==> src/smvs_pkg.sv <==
// ----------------------------------------------------------------------------
// smvs_pkg
// shared widths, codes and types of the slotted minimum-value selector
// ----------------------------------------------------------------------------
package smvs_pkg;

  localparam int SLOTS    = 16;
  localparam int VALUE_W  = 64;
  localparam int SLOT_W   = 8;
  localparam int STATUS_W = 2;
  // bits that index the occupancy vector
  localparam int SLOT_IW  = (SLOTS > 1) ? $clog2(SLOTS) : 1;

  typedef enum logic [STATUS_W-1:0] {
    ST_OK    = 2'd0,
    ST_RANGE = 2'd1,
    ST_BUSY  = 2'd2,
    ST_EMPTY = 2'd3
  } status_t;

  typedef enum logic {
    KIND_PUSH = 1'b0,
    KIND_POP  = 1'b1
  } kind_t;

  // one entry of the sorted chain
  typedef struct packed {
    logic               valid;
    logic [SLOT_W-1:0]  slot;
    logic [VALUE_W-1:0] value;
  } entry_t;

  // broadcast from the top level to every cell
  typedef struct packed {
    logic               push;
    logic               pop;
    logic [SLOT_W-1:0]  key_slot;
    logic [VALUE_W-1:0] key_value;
  } cell_ctrl_t;

endpackage

==> src/smvs_if.sv <==
// ----------------------------------------------------------------------------
// smvs_req_if / smvs_rsp_if
// valid/ready channels for requests and results
// ----------------------------------------------------------------------------
interface smvs_req_if;
  logic                       valid;
  logic                       ready;
  smvs_pkg::kind_t            kind;
  logic [smvs_pkg::SLOT_W-1:0]  slot;
  logic [smvs_pkg::VALUE_W-1:0] value;

  modport source (output valid, kind, slot, value, input ready);
  modport sink   (input valid, kind, slot, value, output ready);
endinterface

interface smvs_rsp_if;
  logic                        valid;
  logic                        ready;
  smvs_pkg::status_t           status;
  logic [smvs_pkg::SLOT_W-1:0] popped_slot;

  modport source (output valid, status, popped_slot, input ready);
  modport sink   (input valid, status, popped_slot, output ready);
endinterface

==> src/smvs_cell.sv <==
// ----------------------------------------------------------------------------
// smvs_cell
// one position of the sorted chain: compare with the key, shift or hold
// ----------------------------------------------------------------------------
module smvs_cell (
  input  logic                 clk,
  input  logic                 rst,
  input  smvs_pkg::cell_ctrl_t ctrl,
  input  smvs_pkg::entry_t     left,
  input  logic                 left_gt,
  input  smvs_pkg::entry_t     right,
  output smvs_pkg::entry_t     cur,
  output logic                 gt
);

  smvs_pkg::entry_t cur_next;
  logic             key_less;

  // key ordering: value first, then slot index
  assign key_less = (ctrl.key_value < cur.value) ||
                    ((ctrl.key_value == cur.value) && (ctrl.key_slot < cur.slot));
  assign gt = !cur.valid || key_less;

  always_comb begin
    cur_next = cur;
    if (ctrl.pop) begin
      cur_next = right;
    end else if (ctrl.push && gt) begin
      if (left_gt) begin
        cur_next = left;
      end else begin
        cur_next.valid = 1'b1;
        cur_next.slot  = ctrl.key_slot;
        cur_next.value = ctrl.key_value;
      end
    end
  end

  always_ff @(posedge clk) begin
    cur.slot  <= cur_next.slot;
    cur.value <= cur_next.value;
    if (rst) begin
      cur.valid <= 1'b0;
    end else begin
      cur.valid <= cur_next.valid;
    end
  end

endmodule

==> src/slotted_min_value_selector_unit.sv <==
// ----------------------------------------------------------------------------
// slotted_min_value_selector_unit
// keeps occupied slots in a chain sorted by value and pops the smallest
// ----------------------------------------------------------------------------
// result: lands in the output register in the cycle after the request transfer
// throughput: one item per cycle while results are taken; set by the single
//   compare-and-shift step of each cell in the sorted chain
// reset: the chain empties and every slot is marked free,
//   stored values are left as they are
module slotted_min_value_selector_unit (
  input  logic      clk,
  input  logic      rst,
  smvs_req_if.sink  req,
  smvs_rsp_if.source rsp
);

  // chain state, head at index zero holds the smallest key
  smvs_pkg::entry_t           chain_q  [smvs_pkg::SLOTS];
  logic [smvs_pkg::SLOTS-1:0] chain_gt;
  smvs_pkg::cell_ctrl_t       ctrl;

  // one flag per slot, cleared by reset
  logic [smvs_pkg::SLOTS-1:0] slot_occupied;
  logic [smvs_pkg::SLOTS-1:0] slot_occupied_next;

  logic                       accept;
  logic                       out_of_range;
  logic                       busy;
  smvs_pkg::status_t          status_next;
  logic [smvs_pkg::SLOT_W-1:0] popped_next;

  // the output register frees as its result is taken
  assign req.ready = !rsp.valid || rsp.ready;
  assign accept    = req.valid && req.ready;

  assign out_of_range = {1'b0, req.slot} >= (smvs_pkg::SLOT_W + 1)'(smvs_pkg::SLOTS);
  assign busy         = slot_occupied[req.slot[smvs_pkg::SLOT_IW-1:0]];

  always_comb begin
    ctrl.push          = 1'b0;
    ctrl.pop           = 1'b0;
    ctrl.key_slot      = req.slot;
    ctrl.key_value     = req.value;
    slot_occupied_next = slot_occupied;
    status_next        = smvs_pkg::ST_OK;
    popped_next        = '0;
    if (req.kind == smvs_pkg::KIND_PUSH) begin
      if (out_of_range) begin
        status_next = smvs_pkg::ST_RANGE;
      end else if (busy) begin
        status_next = smvs_pkg::ST_BUSY;
      end else begin
        // insert into the chain and claim the slot
        ctrl.push = accept;
        if (accept) begin
          slot_occupied_next[req.slot[smvs_pkg::SLOT_IW-1:0]] = 1'b1;
        end
      end
    end else begin
      if (chain_q[0].valid) begin
        // head leaves, the rest of the chain moves up one place
        ctrl.pop    = accept;
        popped_next = chain_q[0].slot;
        if (accept) begin
          slot_occupied_next[chain_q[0].slot[smvs_pkg::SLOT_IW-1:0]] = 1'b0;
        end
      end else begin
        status_next = smvs_pkg::ST_EMPTY;
      end
    end
  end

  // row of cells, each hands its entry to a neighbour on a shift
  for (genvar i = 0; i < smvs_pkg::SLOTS; i++) begin : g_cell
    smvs_pkg::entry_t left_e;
    smvs_pkg::entry_t right_e;
    logic             left_gt;

    if (i == 0) begin : g_head
      assign left_e  = '0;
      assign left_gt = 1'b0;
    end else begin : g_body
      assign left_e  = chain_q[i-1];
      assign left_gt = chain_gt[i-1];
    end

    if (i == smvs_pkg::SLOTS - 1) begin : g_tail
      assign right_e = '0;
    end else begin : g_mid
      assign right_e = chain_q[i+1];
    end

    smvs_cell u_cell (
      .clk     (clk),
      .rst     (rst),
      .ctrl    (ctrl),
      .left    (left_e),
      .left_gt (left_gt),
      .right   (right_e),
      .cur     (chain_q[i]),
      .gt      (chain_gt[i])
    );
  end

  always_ff @(posedge clk) begin
    if (rst) begin
      slot_occupied <= '0;
      rsp.valid     <= 1'b0;
    end else begin
      slot_occupied <= slot_occupied_next;
      if (accept) begin
        rsp.valid <= 1'b1;
      end else if (rsp.ready) begin
        rsp.valid <= 1'b0;
      end
    end
  end

  // result payload, loaded on each request transfer
  always_ff @(posedge clk) begin
    if (accept) begin
      rsp.status      <= status_next;
      rsp.popped_slot <= popped_next;
    end
  end

endmodule

==> src/flat_wrapper.sv <==
// flat-port wrapper written by rule: the top's interface ports become plain ports
module slotted_min_value_selector_unit_flat 
  (clk, rst, req_valid, req_kind, req_slot, req_value, req_ready, rsp_valid, rsp_status, rsp_popped_slot, rsp_ready);
  smvs_req_if req_i ();
  smvs_rsp_if rsp_i ();
  input  logic clk;
  input  logic rst;
  input wire logic [$bits(req_i.valid)-1:0] req_valid;
  input wire logic [$bits(req_i.kind)-1:0] req_kind;
  input wire logic [$bits(req_i.slot)-1:0] req_slot;
  input wire logic [$bits(req_i.value)-1:0] req_value;
  output wire logic [$bits(req_i.ready)-1:0] req_ready;
  output wire logic [$bits(rsp_i.valid)-1:0] rsp_valid;
  output wire logic [$bits(rsp_i.status)-1:0] rsp_status;
  output wire logic [$bits(rsp_i.popped_slot)-1:0] rsp_popped_slot;
  input wire logic [$bits(rsp_i.ready)-1:0] rsp_ready;
  assign req_i.valid = req_valid;
  assign req_i.kind = req_kind;
  assign req_i.slot = req_slot;
  assign req_i.value = req_value;
  assign req_ready = req_i.ready;
  assign rsp_valid = rsp_i.valid;
  assign rsp_status = rsp_i.status;
  assign rsp_popped_slot = rsp_i.popped_slot;
  assign rsp_i.ready = rsp_ready;
  slotted_min_value_selector_unit u_core (.clk(clk), .rst(rst), .req(req_i), .rsp(rsp_i));
endmodule
==> config.mk <==
export PLATFORM = sky130hd
export DESIGN_NAME = slotted_min_value_selector_unit_flat
export DESIGN_NICKNAME = d
export VERILOG_FILES = /design/src/smvs_pkg.sv /design/src/smvs_if.sv /design/src/smvs_cell.sv /design/src/slotted_min_value_selector_unit.sv /design/src/flat_wrapper.sv
export SDC_FILE = /design/constraint.sdc
export NUM_CORES = 2
export LEC_CHECK = 0
export BUFFER_PORTS_ARGS = -buffer_cell sky130_fd_sc_hd__buf_2
export CORE_MARGIN = 5
export CORE_UTILIZATION = 65
export DETAILED_ROUTE_END_ITERATION = 16
export GPL_ROUTABILITY_DRIVEN = 0
export PLACE_DENSITY = 0.82
export SETUP_SLACK_MARGIN = 0.1
export SYNTH_ARGS = -nofsm -noshare
export SYNTH_HDL_FRONTEND = slang
export SYNTH_SLANG_ARGS = --single-unit
==> constraint.sdc <==
create_clock -name clk -period 9.8 [get_ports clk]
set_clock_uncertainty 0.1 [all_clocks]
set_input_delay 0.98 -clock clk [delete_from_list [all_inputs] [get_ports clk]]
set_output_delay 0.98 -clock clk [all_outputs]
set_load 0.01 [all_outputs]
==> flow_summary.yaml <==
detailed_routing:
  vias: 74300
  antenna_left: 0
  dr.pass1.iters: 8
  route.detailed.drc: 0
  vias_per_cell: 6.86
  drt_first_iter_violations: 11300
  wl_met1_um: 101000
  met3_length_um: 39400
  wl_met2_um: 119000
  routedWlPerCell_um: 26.2
  totalWireLength_um: 283000
  top_layer: "met5"
sta:
  fin_hold_ws_ns: 0.345
  timing.final.crit_share: 0.769
  setup_violations: 0
  tightest_slew_ns: 1.50
  fin_ws_ns: 2.27
  timing.fmax_mhz: 133
  period_minus_slack_ns: 7.53
  rsz0062_at_grt: "no"
  finalHoldViolations: 0
  finalSetupTns_ns: 0
  final_max_slew_viol_count: 2
  max-slew-margin-rel: -0.0158
yosys:
  async_reset_ff_frac: 0
  synth.area.top_cells: "edfxtp_1, ha_1, mux2i_1, inv_1, nand2_1"
  synth_edf_count: 1090
  synth-seq-area-share: 0.401
  yosys.area.top_type: "edfxtp_1"
  synth_top_area_frac: 0.377
  synth_commonest_cells: "inv_1, ha_1, edfxtp_1"
  syn_nets: 10300
  synth.distinct_cells: 75
  yosys_warnings: 0
  synth_area_per_cell_um2: 9.54
  syn_inst: 9098
  synth-seq-cells: 1195
  synth_most_common_cell: "inv_1"
  synthFlopType: "edfxtp_1"
  netlist_area_mm2: 0.0868
setup_path:
  cp-start-kind: "primary input"
  crit_fanout: 40
  cp_common_cell: "nand4_1"
  cp_slowest_cell: "nor4_1"
  path_class: "primary input to flip-flop"
  cp_slowest_stage_delay_ns: 1.12
  cp.required_ns: 10.21
  crit_chain: "buf_2 > ha_1 > nand4_1 > nor4_1 > nand4_1 > nor3_1 > o41ai_1 > nand4_1 > and3_4 > buf_4 > mux2i_1 > o21ai_1"
  critPathCaptureType: "flip-flop"
  cp_data_arrival_time_ns: 7.95
global_routing:
  grt_max_degree: 271
  antenna_found_initial: 13
  grt_pass1_wl_um: 424000
  grt_remaining_overflow: 0
  track_usage: 0.388
  first_global_vias: 72200
clocking:
  cts_resized: 0
  clkSinkCount: 1195
  cts.hold.buffers_added: 0
  path_clk_slew_ns: 0.06
  post_cts_buffers: 0
  insertion_delay_ns: 0.82
  h-tree-depth: 4
  cts_root_buffer: "clkbuf_16"
  clock_path_buffers: 3
  cts_tree: "built"
  cts_buffers: 138
place:
  hpwlAfterDp_um: 195000
  placed_cell_area_mm2: 0.0883
  post-place-ws_ns: 1.99
  port-buffer-count: 88
status:
  status: "finished, violations left"
  failed_checks: "capacitance limit, slew limit"
power_and_ir_drop:
  peakVddDrop_mv: 0.176
  power.leakage_nw: 40.4
  power.density_mw_per_mm2: 131
floorplan:
  die_y_um: 375
  dieArea_mm2: 0.141
  die_x_um: 375
  row_count: 134
  start_util: 0.652
  core_area_mm2: 0.133
  io_pins: 89
layout:
  fin_area_mm2: 0.0927
  synthToLayoutAreaGrowth_pct: 6.79
  drive_gt1_frac: 0.0508
  final_nets: 10200
flow_run:
  cap_violations: 2
min_path:
  hp-class: "primary input to flip-flop"
==> final timing paths <==
| kind | from | end | slack, ns | cells past startpoint |
|---|---|---|---|---|
| worst max-delay path | req_value[56] | u_core.g_cell[8].u_cell.cur[33] | 2.27 | 12 |
| worst max register to register | u_core.g_cell[7].u_cell.cur[56] | u_core.g_cell[8].u_cell.cur[33] | 2.50 | 12 |
| worst min-delay path | req_valid | u_core.rsp.valid | 0.34 | 3 |
| worst min register to register | u_core.slot_occupied[11] | u_core.slot_occupied[11] | 0.38 | 2 |
==> final cells by class <==
| class | count | area [um2] |
|---|---|---|
| multi-input combinational | 6244 | 45500 |
| fill | 9720 | 40400 |
| sequential | 1195 | 34800 |
| inverter | 1150 | 4320 |
| clock buffer | 187 | 3770 |
| tap | 1768 | 2210 |
| timing repair buffer | 208 | 1430 |
| clock inverter | 68 | 582 |
| antenna | 10 | 25.0 |
==> layer usage <==
metal | track usage | vias to the layer above
met5 | 0 | -
met4 | 0.278 | 8
met3 | 0.121 | 1170
met2 | 0.567 | 5397
met1 | 0.487 | 35000
li1 | - | 32700
==> power by group <==
part	leakage, nW	internal [W]	switching (W)
registers	10.7	0.00562	0.0000896
logic	27.6	0.000443	0.000832
clock network	2.13	0.00288	0.00227
total	40.4	0.00894	0.00319
==> cells by family (layout without fill, tap and decap cells) <==
family | count (synthesis) | count (layout) | share of synthesized area
other cells | 0 | 10 | 0
mux | 798 | 798 | 0.0926
simple gates | 1908 | 1908 | 0.0996
buf+inv | 1659 | 1613 | 0.0786
flops | 1195 | 1195 | 0.401
fa+ha+maj | 1136 | 1136 | 0.164
compound gates | 2402 | 2402 | 0.164
==> through the flow <==
step | std cells | utilization | power, W
after floorplan | 9098 | - | 0.00653
after global placement | 10600 | 0.663 | 0.00696
after detailed placement | 10600 | 0.663 | 0.00704
after CTS | 10800 | 0.696 | 0.0121
after global routing | 10800 | 0.696 | 0.0125
final | 10800 | 0.696 | 0.0121
==> worst max-delay path: cells and delay by family <==
family / cells / cell delay, ns
adder cells (fa/ha/maj): 1 / 0.26
buffers and inverters: 2 / 1.37
multiplexers: 1 / 0.34
AO/OA/AOI/OAI: 2 / 0.63
AND/OR/NAND/NOR: 6 / 4.24
==> placed cells by master (no fill, tap or decap), drive strengths merged, types with 188 or more instances in the layout <==
cell and instances:
nand2 1046, clkbuf 188, o21ai 936, buf 207, inv 1158, a21o 282
ha 1136, nand4 231, edfxtp 1090, mux2i 793, nand3 225, a21oi 697
==> state kept, by name, summed over array words and instances (netlist names) <==
| signal | cells |
|---|---|
| u_core.g_cell.u_cell.cur | 1168 |
| u_core.slot_occupied | 16 |
| u_core.rsp.popped_slot | 8 |
| u_core.rsp.status | 2 |
| u_core.rsp.valid | 1 |
Power figures use the tool's default switching activity.
